--- src/rtl/sdkr_pkg.sv ---
package sdkr_pkg;

  localparam int MAX_DIGITS = 64;
  localparam int DIGIT_W    = 4;
  localparam int CNT_W      = $clog2(MAX_DIGITS + 1);
  localparam int TDATA_W    = 8;
  localparam int REM_W      = 7;

  localparam logic [DIGIT_W-1:0] DIGIT_MAX  = DIGIT_W'(9);
  localparam logic [DIGIT_W-1:0] DIGIT_ZERO = DIGIT_W'(0);

  // Chain operation: DOWN shifts toward the bottom end (push / drain),
  // UP shifts toward cell 0 (pop).
  typedef enum logic [1:0] {
    OP_HOLD,
    OP_DOWN,
    OP_UP
  } stack_op_t;

  typedef struct packed {
    stack_op_t          op;
    logic [DIGIT_W-1:0] digit;
  } stack_ctl_t;

  typedef enum logic [2:0] {
    ST_IDLE,
    ST_POP,
    ST_TRIM,
    ST_ALIGN,
    ST_EMIT,
    ST_EMPTY
  } state_t;

endpackage

--- src/rtl/smallest_digits_after_k_removals_core.sv ---
// Smallest number after removing k digits, monotonic stack.
//
// in_*  : one decimal digit per transaction, most significant first.
//         in_tdata[3:0] = digit (values above 9 are treated as 9),
//         in_tlast = final digit of the number.
// cfg_* : removals count, written while idle; sampled at the first digit
//         of each number.
// out_* : result digits, most significant first, only after the final
//         input digit. out_tlast marks the final result digit, out_tuser
//         flags that digits were dropped on a full stack.
// Rate: each input digit pops larger entries 1 per cycle, then is pushed,
// before the next is taken. After the final digit, leftover removals pop
// 1 per cycle, then the stack shifts into place and streams out one digit
// per cycle. The pop/push step on the top of the cell chain sets the per-digit cost.
// The output register lets the last result wait while the next number
// starts; a stalled out_tready freezes the drain in place.
// Reset (rst_n low, synchronous) clears control, the removals register and
// the output valid; stack cells hold no reset value.
module smallest_digits_after_k_removals_core (
  input  logic                         clk,
  input  logic                         rst_n,
  input  logic                         in_tvalid,
  output logic                         in_tready,
  input  logic [sdkr_pkg::TDATA_W-1:0] in_tdata,   // [3:0] digit
  input  logic                         in_tlast,   // last_digit
  output logic                         out_tvalid,
  input  logic                         out_tready,
  output logic [sdkr_pkg::TDATA_W-1:0] out_tdata,  // [3:0] out_digit
  output logic                         out_tlast,  // out_last
  output logic                         out_tuser,  // overflowed
  input  logic                         cfg_valid,
  output logic                         cfg_ready,
  input  logic [sdkr_pkg::REM_W-1:0]   cfg_data    // removals
);
  import sdkr_pkg::*;

  state_t             state_r, state_nxt;
  logic [REM_W-1:0]   removals_r;
  logic [CNT_W-1:0]   count_r, count_nxt;
  logic [REM_W-1:0]   rem_r, rem_nxt;
  logic               ovf_r, ovf_nxt;
  logic               first_r, first_nxt;
  logic [DIGIT_W-1:0] dig_r, dig_nxt;
  logic               last_r, last_nxt;
  logic [CNT_W-1:0]   align_r, align_nxt;
  logic [CNT_W-1:0]   emit_r, emit_nxt;

  logic               out_valid_r;
  logic [DIGIT_W-1:0] out_digit_r, out_digit_nxt;
  logic               out_last_r, out_last_nxt;
  logic               out_ovf_r;
  logic               out_load;
  logic               can_load;
  logic               can_pop;

  stack_ctl_t         ctl;
  logic [DIGIT_W-1:0] top_digit;
  logic [DIGIT_W-1:0] bottom_digit;
  logic [DIGIT_W-1:0] in_digit_sat;

  sdkr_stack u_stack (
    .clk          (clk),
    .ctl          (ctl),
    .top_digit    (top_digit),
    .bottom_digit (bottom_digit)
  );

  assign cfg_ready = 1'b1;
  assign in_tready = (state_r == ST_IDLE);

  assign in_digit_sat = (in_tdata[DIGIT_W-1:0] > DIGIT_MAX) ? DIGIT_MAX
                                                            : in_tdata[DIGIT_W-1:0];
  assign can_load = !out_valid_r || out_tready;
  assign can_pop  = (count_r != '0) && (rem_r != '0);

  always_comb begin
    state_nxt     = state_r;
    count_nxt     = count_r;
    rem_nxt       = rem_r;
    ovf_nxt       = ovf_r;
    first_nxt     = first_r;
    dig_nxt       = dig_r;
    last_nxt      = last_r;
    align_nxt     = align_r;
    emit_nxt      = emit_r;
    ctl.op        = OP_HOLD;
    ctl.digit     = dig_r;
    out_load      = 1'b0;
    out_digit_nxt = bottom_digit;
    out_last_nxt  = 1'b0;

    unique case (state_r)
      ST_IDLE: begin
        if (in_tvalid) begin
          dig_nxt  = in_digit_sat;
          last_nxt = in_tlast;
          if (first_r) begin
            rem_nxt   = removals_r;
            count_nxt = '0;
            ovf_nxt   = 1'b0;
            first_nxt = 1'b0;
          end
          state_nxt = ST_POP;
        end
      end

      ST_POP: begin
        if (can_pop && (top_digit > dig_r)) begin
          ctl.op    = OP_UP;
          count_nxt = count_r - CNT_W'(1);
          rem_nxt   = rem_r - REM_W'(1);
        end else begin
          // a zero on an empty stack would be a leading zero
          if ((count_r != '0) || (dig_r != DIGIT_ZERO)) begin
            if (count_r < CNT_W'(MAX_DIGITS)) begin
              ctl.op    = OP_DOWN;
              count_nxt = count_r + CNT_W'(1);
            end else begin
              ovf_nxt = 1'b1;
            end
          end
          state_nxt = last_r ? ST_TRIM : ST_IDLE;
        end
      end

      ST_TRIM: begin
        if (can_pop) begin
          ctl.op    = OP_UP;
          count_nxt = count_r - CNT_W'(1);
          rem_nxt   = rem_r - REM_W'(1);
        end else if (count_r == '0) begin
          state_nxt = ST_EMPTY;
        end else begin
          align_nxt = CNT_W'(MAX_DIGITS) - count_r;
          emit_nxt  = count_r;
          state_nxt = (count_r == CNT_W'(MAX_DIGITS)) ? ST_EMIT : ST_ALIGN;
        end
      end

      ST_ALIGN: begin
        // slide the bottom entry down to the chain exit
        ctl.op    = OP_DOWN;
        align_nxt = align_r - CNT_W'(1);
        if (align_r == CNT_W'(1)) begin
          state_nxt = ST_EMIT;
        end
      end

      ST_EMIT: begin
        if (can_load) begin
          out_load      = 1'b1;
          out_digit_nxt = bottom_digit;
          out_last_nxt  = (emit_r == CNT_W'(1));
          ctl.op        = OP_DOWN;
          emit_nxt      = emit_r - CNT_W'(1);
          if (emit_r == CNT_W'(1)) begin
            state_nxt = ST_IDLE;
            first_nxt = 1'b1;
            count_nxt = '0;
          end
        end
      end

      ST_EMPTY: begin
        if (can_load) begin
          out_load      = 1'b1;
          out_digit_nxt = DIGIT_ZERO;
          out_last_nxt  = 1'b1;
          state_nxt     = ST_IDLE;
          first_nxt     = 1'b1;
          count_nxt     = '0;
        end
      end

      default: begin
        state_nxt = ST_IDLE;
      end
    endcase
  end

  always_ff @(posedge clk) begin
    if (!rst_n) begin
      state_r     <= ST_IDLE;
      removals_r  <= '0;
      count_r     <= '0;
      rem_r       <= '0;
      ovf_r       <= 1'b0;
      first_r     <= 1'b1;
      align_r     <= '0;
      emit_r      <= '0;
      out_valid_r <= 1'b0;
    end else begin
      state_r <= state_nxt;
      count_r <= count_nxt;
      rem_r   <= rem_nxt;
      ovf_r   <= ovf_nxt;
      first_r <= first_nxt;
      align_r <= align_nxt;
      emit_r  <= emit_nxt;
      if (cfg_valid && cfg_ready) begin
        removals_r <= cfg_data;
      end
      if (out_load) begin
        out_valid_r <= 1'b1;
      end else if (out_tready) begin
        out_valid_r <= 1'b0;
      end
    end
  end

  // payload registers
  always_ff @(posedge clk) begin
    dig_r  <= dig_nxt;
    last_r <= last_nxt;
    if (out_load) begin
      out_digit_r <= out_digit_nxt;
      out_last_r  <= out_last_nxt;
      out_ovf_r   <= ovf_r;
    end
  end

  assign out_tvalid = out_valid_r;
  assign out_tdata  = {{(TDATA_W-DIGIT_W){1'b0}}, out_digit_r};
  assign out_tlast  = out_last_r;
  assign out_tuser  = out_ovf_r;

`ifndef SYNTH
  a_count_bound: assert property (@(posedge clk) disable iff (!rst_n)
    count_r <= CNT_W'(MAX_DIGITS))
    else $error("stack count above depth");

  a_emit_nonzero: assert property (@(posedge clk) disable iff (!rst_n)
    (state_r == ST_EMIT) |-> (emit_r != '0))
    else $error("emit state with nothing left to emit");

  a_last_ends: assert property (@(posedge clk) disable iff (!rst_n)
    (out_load && out_last_nxt) |=> (state_r == ST_IDLE) && first_r)
    else $error("final result digit did not close the number");

  a_rem_monotonic: assert property (@(posedge clk) disable iff (!rst_n)
    (state_r != ST_IDLE) |=> (rem_r <= $past(rem_r)))
    else $error("removal budget grew inside a number");

  a_fresh_empty: assert property (@(posedge clk) disable iff (!rst_n)
    (state_r == ST_IDLE && first_r) |-> (count_r == '0))
    else $error("stack not empty at number start");
`endif

endmodule

--- src/rtl/sdkr_cell.sv ---
module sdkr_cell (
  input  logic                            clk,
  input  sdkr_pkg::stack_op_t             op,
  input  logic [sdkr_pkg::DIGIT_W-1:0]    from_above,
  input  logic [sdkr_pkg::DIGIT_W-1:0]    from_below,
  output logic [sdkr_pkg::DIGIT_W-1:0]    digit
);
  import sdkr_pkg::*;

  logic [DIGIT_W-1:0] digit_r;
  logic [DIGIT_W-1:0] digit_nxt;

  always_comb begin
    unique case (op)
      OP_DOWN: digit_nxt = from_above;
      OP_UP:   digit_nxt = from_below;
      default: digit_nxt = digit_r;
    endcase
  end

  always_ff @(posedge clk) begin
    digit_r <= digit_nxt;
  end

  assign digit = digit_r;

endmodule

--- src/rtl/sdkr_stack.sv ---
module sdkr_stack (
  input  logic                            clk,
  input  sdkr_pkg::stack_ctl_t            ctl,
  output logic [sdkr_pkg::DIGIT_W-1:0]    top_digit,
  output logic [sdkr_pkg::DIGIT_W-1:0]    bottom_digit
);
  import sdkr_pkg::*;

  logic [DIGIT_W-1:0] cell_q [MAX_DIGITS];

  // Cell 0 is the stack top; the last cell is where drained digits exit.
  for (genvar i = 0; i < MAX_DIGITS; i++) begin : g_cell
    logic [DIGIT_W-1:0] above;
    logic [DIGIT_W-1:0] below;

    if (i == 0) begin : g_first
      assign above = ctl.digit;
    end else begin : g_mid_a
      assign above = cell_q[i-1];
    end

    if (i == MAX_DIGITS - 1) begin : g_last
      assign below = cell_q[i];
    end else begin : g_mid_b
      assign below = cell_q[i+1];
    end

    sdkr_cell u_cell (
      .clk        (clk),
      .op         (ctl.op),
      .from_above (above),
      .from_below (below),
      .digit      (cell_q[i])
    );
  end

  assign top_digit    = cell_q[0];
  assign bottom_digit = cell_q[MAX_DIGITS-1];

endmodule

--- config.mk ---
export PLATFORM = sky130hd
export DESIGN_NAME = smallest_digits_after_k_removals_core
export DESIGN_NICKNAME = d
export VERILOG_FILES = /design/src/rtl/sdkr_pkg.sv /design/src/rtl/smallest_digits_after_k_removals_core.sv /design/src/rtl/sdkr_cell.sv /design/src/rtl/sdkr_stack.sv
export SDC_FILE = /design/constraint.sdc
export NUM_CORES = 1
export LEC_CHECK = 0
export BUFFER_PORTS_ARGS = -buffer_cell sky130_fd_sc_hd__buf_2
export CORE_ASPECT_RATIO = 1.5
export CORE_MARGIN = 8
export CORE_UTILIZATION = 40
export DETAILED_ROUTE_END_ITERATION = 6
export MAX_ROUTING_LAYER = met4
export PLACE_DENSITY = 0.68
export SETUP_SLACK_MARGIN = 0.05
export SYNTH_ARGS = -nofsm -noshare
export SYNTH_HDL_FRONTEND = slang
export SYNTH_HIERARCHICAL = 1
export SYNTH_SLANG_ARGS = --single-unit
--- constraint.sdc ---
create_clock -name clk -period 6.2 [get_ports clk]
set_input_delay 0.93 -clock clk [delete_from_list [all_inputs] [get_ports clk]]
set_output_delay 0.93 -clock clk [all_outputs]
set_load 0.005 [all_outputs]
==> flow_results.org, run 1 <==
** Clocking
- CTS sink count :: 308
- The later pin in the worst-skew pair is clocked with a latency of 510 ps.
- Count of hold-fix buffers inserted at cts :: 0
- TritonCTS clock tree :: done
- Clock tree root driver cell :: sky130_fd_sc_hd__clkbuf_16
- Clock transition at the registers of the reported paths :: 60 ps
- After clock tree synthesis, the setup repair step added 0 buffers.
- In this run the number of H-tree levels came out at 2.
- In this run the deepest clock path goes through 3 buffers.
- In this run, post-CTS repair resized a total of 0 instances.
- Clock tree synthesis inserted a total of 34 buffers.

** Outcome
- The run finished with clean final reports.

** Synth
- Total number of yosys warnings :: 6
- Number of flops mapped to enable cells by yosys :: 267
- Summing every instance area after synthesis gives about 0.015 mm^2.
- Number of library cell types mapped by synthesis :: between 60 and 70
- Top cells by area, synth :: sky130_fd_sc_hd__edfxtp_1 (53%), sky130_fd_sc_hd__mux2_2 (19%), sky130_fd_sc_hd__ha_1 (6.3%)
- The biggest area contributor in the post-synthesis netlist is sky130_fd_sc_hd__edfxtp_1.
- Counting every instance in the synthesized netlist gives between 1000 and 1500.
- Of all flip-flops after synthesis, the portion carrying an async set or reset was 0.
- In the synthesized netlist the dominant register cell turns out to be sky130_fd_sc_hd__edfxtp_1.
- Yosys top cell area share :: 0.5317
- Number of flip-flops and latches in the synthesized netlist :: 308
- Avg Inst Size Synth :: 13.80 um^2
- The most common cell in the synthesized netlist is sky130_fd_sc_hd__edfxtp_1.
- Portion of the post-synthesis area used by sequential elements :: 0.5861
- In the synthesized netlist, the cells that appear most often are sky130_fd_sc_hd__edfxtp_1 (267), sky130_fd_sc_hd__mux2_2 (257), sky130_fd_sc_hd__inv_1 (146), sky130_fd_sc_hd__ha_1 (76).

** Layout
- Filler instances :: 3466
- Number of diodes added for antenna fixing :: 0
- For this run, the post-layout net count is 1229.
- The area growth from synthesis to layout is 11.26%.
- In the final layout, the share of cells above drive strength 1 is 0.2965.

** Route
- The routed design has approximately 27 mm of wire.
- For this block, the initial DRC count from the detailed router was 430.
- The routed layout has between 8000 and 9000 vias.
- Antenna Nets Post-Route :: 0
- In the routed design, unresolved DRC markers number 0.
- In the routed layout, each cell is associated on average with a via count of 5.000.
- Dividing the detail-routed wire length by the instance count gives 16.41 um.
- Iteration count of the initial detailed-routing pass :: 4

** Setup path
- The worst setup path is launched from a register.
- Arrival time reported for the critical path endpoint :: 4150 ps
- Maximum fanout along the worst path :: 36
- The startpoint identified for the worst register-to-register timing path is count_r[0].
- Reg-to-Reg End :: u_stack/g_cell[33].u_cell/digit[0]
- Reg2Reg Depth :: 11
- The critical path is of the register to register type.
- For the worst setup path, the data required time is 6460 ps.
- The most critical setup path has its startpoint at count_r[0].
- Worst reg-to-reg setup slack :: 2310 ps
- STA classifies the critical path endpoint as a register.

** Floorplanning
- The floorplan step set the die width to ~170 um.
- The region available for standard cell placement spans 0.03745 mm^2.
- Number of I/O pins :: 34
- The die covers 0.04430 mm^2.
- Height of the die :: 253.8 um
- The initial utilization of the core area, before any placement, comes to 0.4027.
- The floorplan has 87 rows.

** STA
- Post-route fraction of the period consumed by the critical path :: 0.6279
- The final-report max-slew violation count came to 0.
- Setup violations remaining at the end of the flow were counted as 0.
- Adding up every negative setup slack in the final design gives 0 ps.
- F_max :: between 200 and 300 MHz
- Final Hold Vio Count :: 0
- Measured against its own limit, the worst slew margin works out to 0.4266.
- Counting I/O delays and the setup requirement, the final critical path takes 3893 ps.
- For the pin with the worst max-slew slack, the measured transition is 860.1 ps.
- Setup repair after global routing left no endpoint under its margin.
- Clock skew on the completed layout was measured at 25.37 ps.

** Power
- Summing internal, switching and leakage power gives ~9.5 mW.
- Maximum ir drop on the vdd rail :: between 0.0003 and 0.0004 V
- In this run the static leakage power is ~6.0 nW.
- Areal power density over the cells :: 568.6 mW/mm^2

** Min path
- Worst hold endpoint :: out_tuser
- Depth of the worst hold-timing path :: 0
- In this run the most critical hold path is launched from ovf_r.
- The tightest min-delay check is of the register to register type.

** Placed design
- Once detailed placement completed, the half-perimeter wirelength came to 19.68 mm.
- In this run the tool buffered the top-level ports with 24 buffer cells.
- Routability-driven placement finished with a final weighted congestion of a little under 0.9.

** Run
- Number of maximum-capacitance violations :: 0

** GRT
- GRT Overall Usage :: 0.1270
- After global routing the overflow that remains totals 0.
- Vias in the first global route :: between 8000 and 9000
- Antenna violations before repair :: 0
- Largest net degree at the start of global routing :: 65
- Wire length of the first global-routing pass :: 44.84 mm
[layout make-up]
cell class	count	area, um^2	share of cell area
Clock buffer	47	940.9	0.05608
Multi-Input combinational cell	612	5564	0.3316
Inverter	147	551.8	0.03289
Sequential cell	308	8838	0.5268
Tap cell	489	611.8	0.03647
Clock inverter	14	100.1	0.005966
Timing Repair Buffer	29	170.2	0.01014
[kinds of logic after synthesis]
| family | after synthesis | synth area share |
|---|---|---|
| other cells | 2 | 0.0004980 |
| fa+ha+maj | 76 | 0.06306 |
| buf+inv | 176 | 0.04663 |
| compound gates | 105 | 0.04838 |
| xor+xnor | 7 | 0.004066 |
| flops | 308 | 0.5861 |
| mux | 267 | 0.1986 |
| simple gates | 152 | 0.05269 |
[power by group]
part | switching [mW] | total (mW) | internal [mW] | leakage [nW]
clock | 0.779 | 1.88 | 1.11 | 0.504
sequential | 0.519 | 4.25 | 3.73 | 2.64
combinational | 2.01 | 3.41 | 1.40 | 2.84
[flip-flops by register name, summed over array words and instances (netlist names), 3 cells and up]
signal                       cells
out_digit_r                      4
u_stack/g_cell.u_cell/digit    256
removals_r                       7
emit_r                           7
count_r                          7
dig_r                            4
align_r                          7
state_r                          3
rem_r                            7
[worst max path at each step]
stage | endpoint | slack, ps | cells after the start
after detailed placement | u_stack/g_cell[33].u_cell/digit[2] | 2350 | 11
after CTS | u_stack/g_cell[9].u_cell/digit[1] | 2320 | 12
after global placement | u_stack/g_cell[29].u_cell/digit[0] | 2420 | 12
final | u_stack/g_cell[33].u_cell/digit[0] | 2310 | 11
after global routing | u_stack/g_cell[4].u_cell/digit[0] | 1950 | 11
after floorplan | u_stack/g_cell[0].u_cell/digit[0] | 1430 | 9
[placed cells by master (no fill, tap or decap), types with 6 or more instances in the layout]
master,count
sky130_fd_sc_hd__and2_1,13
sky130_fd_sc_hd__clkbuf_16,35
sky130_fd_sc_hd__nor3_1,11
sky130_fd_sc_hd__xnor2_1,6
sky130_fd_sc_hd__inv_1,146
sky130_fd_sc_hd__nand2_1,33
sky130_fd_sc_hd__nor2_1,41
sky130_fd_sc_hd__buf_2,24
sky130_fd_sc_hd__mux2i_1,10
sky130_fd_sc_hd__ha_1,76
sky130_fd_sc_hd__clkbuf_1,10
sky130_fd_sc_hd__dfxtp_1,41
sky130_fd_sc_hd__nand3_1,10
sky130_fd_sc_hd__edfxtp_1,267
sky130_fd_sc_hd__mux2_2,257
sky130_fd_sc_hd__nor2b_1,10
sky130_fd_sc_hd__a21oi_1,26
sky130_fd_sc_hd__clkinv_1,8
sky130_fd_sc_hd__o21ai_0,23
sky130_fd_sc_hd__nand2b_1,6
[worst max-delay path, stage by stage (launching register included)]
cell	delay (ps)
sky130_fd_sc_hd__dfxtp_1	400
sky130_fd_sc_hd__inv_1	120
sky130_fd_sc_hd__ha_1	220
sky130_fd_sc_hd__nor4b_1	340
sky130_fd_sc_hd__nand2_1	220
sky130_fd_sc_hd__and2_4	250
sky130_fd_sc_hd__a21oi_1	360
sky130_fd_sc_hd__a311o_2	810
sky130_fd_sc_hd__buf_12	280
sky130_fd_sc_hd__inv_1	70
sky130_fd_sc_hd__ha_1	260
sky130_fd_sc_hd__mux2_2	290
[metal layers]
| metal | global-route usage | vias up | part of all wire |
|---|---|---|---|
| li1 | - | 4071 | - |
| met2 | 0.2442 | 113 | 0.56 |
| met1 | 0.1285 | 4007 | 0.39 |
| met5 | - | - | 0 |
| met4 | 0.04128 | 0 | 0.022 |
| met3 | 0.02081 | 39 | 0.029 |
[per-stage QoR]
| step | hold slack, ps | utilization | setup slack, ps | instances | instance area, um^2 |
|---|---|---|---|---|---|
| 5_1_grt | 470.1 | 0.4480 | 1946 | 1646 | 16780 |
| 2_1_floorplan | 409.0 | - | 1430 | 1096 | 15100 |
| 6_report | 452.9 | 0.4480 | 2307 | 1646 | 16780 |
| 4_1_cts | 449.3 | 0.4480 | 2318 | 1646 | 16780 |
| 3_3_place_gp | 442.0 | 0.4202 | 2416 | 1585 | 15740 |
| 3_5_place_dp | 432.9 | 0.4202 | 2353 | 1585 | 15740 |
Power figures use the tool's default switching activity.
==> run 2, diff against run 1 <==
==> constraint.sdc (replaced) <==
create_clock -name clk -period 3.1 [get_ports clk]
set_input_delay 0.465 -clock clk [delete_from_list [all_inputs] [get_ports clk]]
set_output_delay 0.465 -clock clk [all_outputs]
set_load 0.005 [all_outputs]
==> flow_results.org, run 2 (synthesis gave the netlist of run 1 again) <==
** Outcome
- The run finished with clean final reports.

** Layout
- The register with the most flip-flops in the layout has 256 of them.
- Final core utilization :: 0.4618
- Filler instances :: ~3400
- Summing all non-filler instances in the final layout gives an area of 0.01729 mm^2.
- Leaving out fill and tap cells, the most frequent cell in the layout is sky130_fd_sc_hd__edfxtp_1.
- Final Net Count :: 1251
- In the final layout, the share of cells above drive strength 1 is 0.4228.
- Number of diodes added for antenna fixing :: 0
- The top cell types in the final layout, fill and taps aside, are sky130_fd_sc_hd__edfxtp_1 (267), sky130_fd_sc_hd__mux2_2 (256), sky130_fd_sc_hd__inv_1 (80).
- From synthesis to final layout, the design area changed by 14.69%.

** Power
- Sequential share of power :: 0.415
- Share of total power consumed by net switching :: 0.3442
- Areal power density over the cells :: 1181 mW/mm^2
- The worst-case IR drop observed on VDD is 0.0005430 V.
- The internal portion of the total power is 13.40 mW.
- Comb pwr share :: 0.390
- In this run the power spent charging and discharging nets is between 7 and 8 mW.
- Total power :: 20.42 mW
- Leakage :: approximately 6.0 nW
- The share of total power dissipated in the clock network is 0.195.

** Route
- After detailed routing, the number of vias per cell comes to 5.092.
- The detailed router placed 8488 vias in this run.
- For this run, the detailed router's first-pass iteration total came to 4.
- For this block, the routed nets add up to 28.90 mm of wire.
- Residual DRC :: 0
- Antenna Nets Post-Route :: 0
- After the first detailed-routing iteration, the DRC count stood at roughly 390.
- DR WL/cell :: between 15 and 20 um

** Floorplanning
- Standard cell core area :: 0.03745 mm^2
- The initial utilization of the core area, before any placement, comes to 0.4027.
- Die area :: between 0.04 and 0.05 mm^2
- Number of I/O pins :: 34
- DIE WIDTH :: 174.5 um
- The initialized floorplan defines 87 standard-cell rows.
- Height of the die :: 253.8 um

** Clocking
- The tree is rooted in a sky130_fd_sc_hd__clkbuf_16.
- CTS HTree Levels :: 1
- Count of hold-fix buffers inserted at cts :: 0
- CTS sink count :: 308
- TritonCTS built the clock tree.
- The number of clock buffers added by TritonCTS is 30.
- Clock-pin slew was measured on the worst setup and hold paths at 60 ps.
- Source-to-sink clock delay at the later pin of the worst-skew pair :: 560 ps
- In this run the deepest clock path goes through 3 buffers.

** Setup path
- Critical-path cell with the highest stage delay :: sky130_fd_sc_hd__edfxtp_1
- The critical path is of the register to register type.
- Data required time of the critical path :: 3410 ps
- STA classifies the critical path endpoint as a register.
- Traced cell by cell, the critical path runs through ha_1, nor2b_1, o211a_1, o21a_4, a21oi_1, a311o_2, buf_12, buf_12, inv_1, ha_1, mux2_2.
- Largest stage delay, worst path :: 410 ps
- Maximum fanout along the worst path :: 19
- Arrival time reported for the critical path endpoint :: 3240 ps
- Gate family responsible for the most delay along the worst path :: compound AO/OA/AOI/OAI gates
- The worst setup path is launched from a register.
- Crit path buffers/inverters :: 3

** Placed design
- Final estimated routing congestion in global placement :: 0.8839
- Pre-CTS setup slack :: 116.8 ps
- Detailed placer's ending HPWL :: 21.42 mm
- Post-detailed-placement cell area :: 0.01602 mm^2
- Number of port buffers :: 24

** STA
- Post-route fraction of the period consumed by the critical path :: 0.9458
- Across all setup checks in the final design, the least slack found is 168.1 ps.
- Final Hold Vio Count :: 0
- Clock period minus final worst setup slack :: 2932 ps
- Headroom to the max-slew limit came out at 0.5373.
- For this run, the top clock speed supported by timing is 341.1 MHz.
- At the pin with the least slew margin, the transition time is 691.6 ps.
- Clock Skew :: ~13 ps
- Setup repair after global routing missed its margin :: true
- Final count of pins violating max slew :: 0
- Setup violations remaining at the end of the flow were counted as 0.
- On the final layout, the worst hold slack is 84.72 ps.

** Run
- Max-cap violations in this run came to 0.

** GRT
- The first global-routing pass estimated 47.09 mm of wire.
- Summed over all layers, the global routing overflow is 0.
- Largest net degree at the start of global routing :: 31
- Across every metal layer, demand over resource in global routing totals 0.1339.
- The via count of the first global-routing pass is 9431.
- Antenna violations before repair :: 0

** Min path
- The min-delay analysis places its worst path in the category input port to register.
==> run 2: changes by cell type in the layout (fill, tap and decap cells not counted), moves of 5 or more <==
cell / previous run / this run
sky130_fd_sc_hd__buf_4: 4 / 23
sky130_fd_sc_hd__inv_2: 0 / 65
sky130_fd_sc_hd__bufinv_16: 1 / 7
sky130_fd_sc_hd__ha_2: 0 / 52
sky130_fd_sc_hd__clkbuf_1: 10 / 5
sky130_fd_sc_hd__ha_1: 76 / 23
sky130_fd_sc_hd__buf_12: 1 / 7
sky130_fd_sc_hd__inv_1: 146 / 80
==> run 2: metrics by stage <==
stage	setup TNS (ps)	instances
finish	0	1667
global route	0	1667
CTS	0	1665
detailed placement	0	1609
global placement	0	1609
floorplan	-156280	1096
==> run 2: final timing paths <==
check,slack [ps],to,from,cells after the start
worst max-delay path,170,u_stack/g_cell[60].u_cell/digit[0],u_stack/g_cell[0].u_cell/digit[1],11
worst min-delay path,80,last_r,in_tlast,1
worst max register to register,170,u_stack/g_cell[60].u_cell/digit[0],u_stack/g_cell[0].u_cell/digit[1],11
worst min register to register,470,out_tuser,ovf_r,0
==> run 2: final cells by class <==
cell class	count	area (um^2)	share of cell area
Timing Repair Buffer	55	457.9	0.02648
Clock buffer	36	794.5	0.04594
Multi-Input combinational cell	612	5746	0.3322
Sequential cell	308	8842	0.5113
Inverter	147	554.3	0.03205
Clock inverter	20	287.8	0.01664
Tap cell	489	611.8	0.03538
==> run 2: metal layers <==
metal,up-vias,track usage,part of all wire,wire length [um]
li1,4124,-,-,-
met1,4204,0.1308,0.37,10790
met2,108,0.2670,0.58,16660
met3,52,0.01621,0.025,714
met4,0,0.04420,0.026,738
met5,-,-,0,0
==> run 2: power by group through the flow <==
stage / sequential (mW) / clock, mW / combinational [mW]
detailed placement: 8.58 / 0 / 7.70
CTS: 8.51 / 4.10 / 7.77
finish: 8.47 / 3.98 / 7.97
global route: 8.67 / 4.24 / 8.82
global placement: 8.55 / 0 / 7.33
floorplan: 7.96 / 0 / 5.89
==> run 2: worst register-to-register path, stage by stage (launching register included) <==
cell and delay [ps]:
sky130_fd_sc_hd__edfxtp_1 410, sky130_fd_sc_hd__ha_1 310, sky130_fd_sc_hd__nor2b_1 120, sky130_fd_sc_hd__o211a_1 190
sky130_fd_sc_hd__o21a_4 180, sky130_fd_sc_hd__a21oi_1 90, sky130_fd_sc_hd__a311o_2 390, sky130_fd_sc_hd__buf_12 150
sky130_fd_sc_hd__buf_12 150, sky130_fd_sc_hd__inv_1 70, sky130_fd_sc_hd__ha_1 250, sky130_fd_sc_hd__mux2_2 370
==> run 2: timing repair <==
action / CTS / global route
endpoints found under the hold margin: 0 / 0
setup buffers: 0 / 1
gates resized for setup: 0 / 55
setup endpoints to repair: 0 / 455
==> run 3, diff against run 2 <==
--- a/config.mk
+++ b/config.mk
@@ -5,6 +5,7 @@
 export SDC_FILE = /design/constraint.sdc
 export NUM_CORES = 1
 export LEC_CHECK = 0
+export ABC_AREA = 1
 export BUFFER_PORTS_ARGS = -buffer_cell sky130_fd_sc_hd__buf_2
 export CORE_ASPECT_RATIO = 1.5
 export CORE_MARGIN = 8
==> flow_results.org, run 3 <==
** Outcome
- Outcome :: finished, final reports clean

** Setup path
- Kind of start point of the critical path :: register
- Arrival time reported for the critical path endpoint :: 2950 ps
- The worst register-to-register path has a setup slack of 410 ps.
- Data required time of the critical path :: 3360 ps
- In this run the worst path has a maximum fanout of 42.
- Reg2Reg Depth :: 16
- The critical path is of the register to register type.
- The worst setup path is captured at a register.

** Synth
- Top cells by area, synth :: sky130_fd_sc_hd__edfxtp_1 (52%), sky130_fd_sc_hd__nand2_1 (22%), sky130_fd_sc_hd__ha_1 (6.1%)
- Number of flip-flops and latches in the synthesized netlist :: 308
- Top cell type by total area after synthesis :: sky130_fd_sc_hd__edfxtp_1
- The synthesized netlist occupies a cell area of 0.01548 mm^2.
- A synthesized cell averages 8.631 um^2.
- Most repeated cell in the gate-level netlist after synthesis :: sky130_fd_sc_hd__nand2_1
- Fraction of registers with async set or reset after synthesis :: 0
- Primary flip-flop cell chosen by synthesis mapping :: sky130_fd_sc_hd__edfxtp_1
- By count the netlist is led by sky130_fd_sc_hd__nand2_1 (899), sky130_fd_sc_hd__edfxtp_1 (267), sky130_fd_sc_hd__inv_1 (191), sky130_fd_sc_hd__ha_1 (76), sky130_fd_sc_hd__nor2_1 (72).
- Yosys top cell area share :: 0.5181
- Number of library cell types mapped by synthesis :: 38
- The Yosys step of the flow raised 6 warnings.
- Number of flops mapped to enable cells by yosys :: around 270
- Number of cells produced by synthesis :: ~1800
- Portion of the post-synthesis area used by sequential elements :: 0.5711

** STA
- Relative slew margins :: 0.6653
- Setup violations remaining at the end of the flow were counted as 0.
- The final-report hold violation count came to 0.
- Post-route fraction of the period consumed by the critical path :: 0.8677
- Based on the critical path, the design can be clocked at up to about 370 MHz.
- Transition at the pin with the smallest max-transition slack :: 498.2 ps
- The worst path needs 2690 ps of the cycle, external delays included.
- Clock Skew :: 16.15 ps
- Setup repair after global routing left no endpoint under its margin.
- The final-report max-slew violation count came to 0.

** Route
- Residual DRC :: 0
- Antenna Nets Post-Route :: 0
- The first TritonRoute pass finished after 5 iterations.
- Vias per std cell :: 4.735
- In this run, the number of DRC markers left after iteration 0 of detailed routing was 598.
- DR WL/cell :: 13.17 um
- Vias :: 11240
- Routed Wire Length :: 31.25 mm

** Placed design
- Detailed placer's ending HPWL :: 22.95 mm
- Number of port buffers :: 24
- Final estimated routing congestion in global placement :: 0.8647
- In this run the cell area measured after placement is around 0.016 mm^2.

** Clocking
- For the worst-skew pair, the clock arrives at the later sink with an insertion delay of 510 ps.
- For this design, the sink count on the clock tree is 308.
- Post-CTS repair changed the size of 0 cells.
- Clock tree root driver cell :: sky130_fd_sc_hd__clkbuf_16
- In this run the deepest clock path goes through 3 buffers.
- CTS HTree Levels :: 2
- TritonCTS clock tree :: done
- Count of hold-fix buffers inserted at cts :: 0
- Number of setup buffers added after CTS :: 0
- Counting the buffers created by CTS gives 34.
- Clock transition at the registers of the reported paths :: 60 ps

** Min path
- Depth of the worst hold-timing path :: 1
- The worst hold path belongs to the class input port to register.

** Power
- Total power :: 21.42 mW
- Maximum ir drop on the vdd rail :: 0.0006442 V
- In this run the power density over the cells is 1234 mW/mm^2.
- For this design the static power due to leakage is 7.952 nW.

** Layout
- Fraction of layout cells with a size suffix above 1 :: 0.1305
- P&R area growth vs syn :: 12.16%
- The repair_antennas step left the layout with diodes totalling 0.
- The library cell used most frequently in the layout, excluding fill and tap cells, is sky130_fd_sc_hd__nand2_1.
- The register with the most flip-flops in the layout has 256 of them.
- Final design instance area without fill :: 0.01736 mm^2
- Most frequent cells in the layout :: sky130_fd_sc_hd__nand2_1 (897), sky130_fd_sc_hd__edfxtp_1 (267), sky130_fd_sc_hd__inv_2 (131)
- At the end of the flow, the number of nets in the layout was slightly below 2000.

** GRT
- For this run, the total global-route usage over all layers was measured as 0.1411.
- Total gr overflow :: 0
- Antenna violations before repair :: 0
- Vias in the first global route :: 11700
- Wire length of the first global-routing pass :: 52.30 mm
- Largest net degree at the start of global routing :: 43

** Floorplanning
- The die covers 0.04537 mm^2.
- Initial core utilization :: 0.4039
- DIE WIDTH :: around 180 um
- The floorplan step defined a core boundary enclosing ~0.038 mm^2.
- The floorplan has just under 90 rows.
- Number of I/O pins :: 34
- In this run the vertical extent of the chip is 256.9 um.

** Run
- Across the run, the number of max-cap violations was 0.
[run 3: routing by layer]
metal	global-route usage	vias up	wire length [um]	part of all wire
met2	0.2609	190	16730	0.54
met3	0.02140	57	969	0.031
met1	0.1493	5211	12800	0.41
li1	-	5779	-	-
met5	-	-	0	0
met4	0.04893	0	755	0.024
[run 3: where the power goes]
part	total [mW]	switching [mW]	leakage [nW]	internal (mW)
Combinational	8.01	5.42	4.58	2.59
Clock	3.87	1.62	0.529	2.26
Sequential	9.54	1.35	2.84	8.19
Total	21.4	8.39	7.95	13.0
[run 3: final cells by class]
| cell class | instances | area [um^2] |
|---|---|---|
| Sequential cell | 308 | 8842 |
| Clock inverter | 21 | 157.7 |
| Tap cell | 495 | 619.3 |
| Multi-Input combinational cell | 1210 | 5560 |
| Inverter | 260 | 978.4 |
| Fill cell | 3623 | 20960 |
| Timing Repair Buffer | 39 | 295.3 |
| Clock buffer | 40 | 904.6 |
[run 3: cell families (layout without fill, tap and decap cells)]
group / count (synthesis) / after routing / share of synthesized area
xor+xnor: 9 / 9 / 0.005094
flops: 308 / 308 / 0.5711
other cells: 2 / 5 / 0.0004853
compound gates: 86 / 86 / 0.02959
buf+inv: 278 / 360 / 0.07115
simple gates: 1034 / 1034 / 0.2611
fa+ha+maj: 76 / 76 / 0.06144
[run 3: per-stage QoR]
stage / setup WS [ps] / setup TNS [ps] / util / cells / hold WS (ps)
4_1_cts: 405.2 / 0 / 0.4530 / 2373 / 115.0
3_5_place_dp: 426.3 / 0 / 0.4253 / 2312 / 445.8
2_1_floorplan: -674.2 / -333510 / - / 1796 / 423.8
6_report: 410.2 / 0 / 0.4530 / 2373 / 138.8
5_1_grt: 219.2 / 0 / 0.4530 / 2373 / 114.6
3_3_place_gp: 470.7 / 0 / 0.4253 / 2312 / 440.4
[run 3: worst paths after layout]
check,from,end
worst max-delay path,u_stack/g_cell[0].u_cell/digit[3],u_stack/g_cell[43].u_cell/digit[0]
worst min-delay path,in_tlast,last_r
worst max register to register,u_stack/g_cell[0].u_cell/digit[3],u_stack/g_cell[43].u_cell/digit[0]
worst min register to register,removals_r[0],removals_r[0]
[run 3: worst max-delay path: stages (launching register included)]
cell                       delay, ps
sky130_fd_sc_hd__edfxtp_1        410
sky130_fd_sc_hd__ha_1            310
sky130_fd_sc_hd__nand2_1          70
sky130_fd_sc_hd__inv_1            50
sky130_fd_sc_hd__nand3_1          90
sky130_fd_sc_hd__inv_1            50
sky130_fd_sc_hd__a21oi_1         190
sky130_fd_sc_hd__nand2_2          90
sky130_fd_sc_hd__nand3_1         100
sky130_fd_sc_hd__o211ai_1        140
sky130_fd_sc_hd__buf_12          240
sky130_fd_sc_hd__buf_4           180
sky130_fd_sc_hd__inv_1            60
sky130_fd_sc_hd__ha_1            250
sky130_fd_sc_hd__inv_2            70
sky130_fd_sc_hd__nand2_1          70
sky130_fd_sc_hd__nand2_1          50
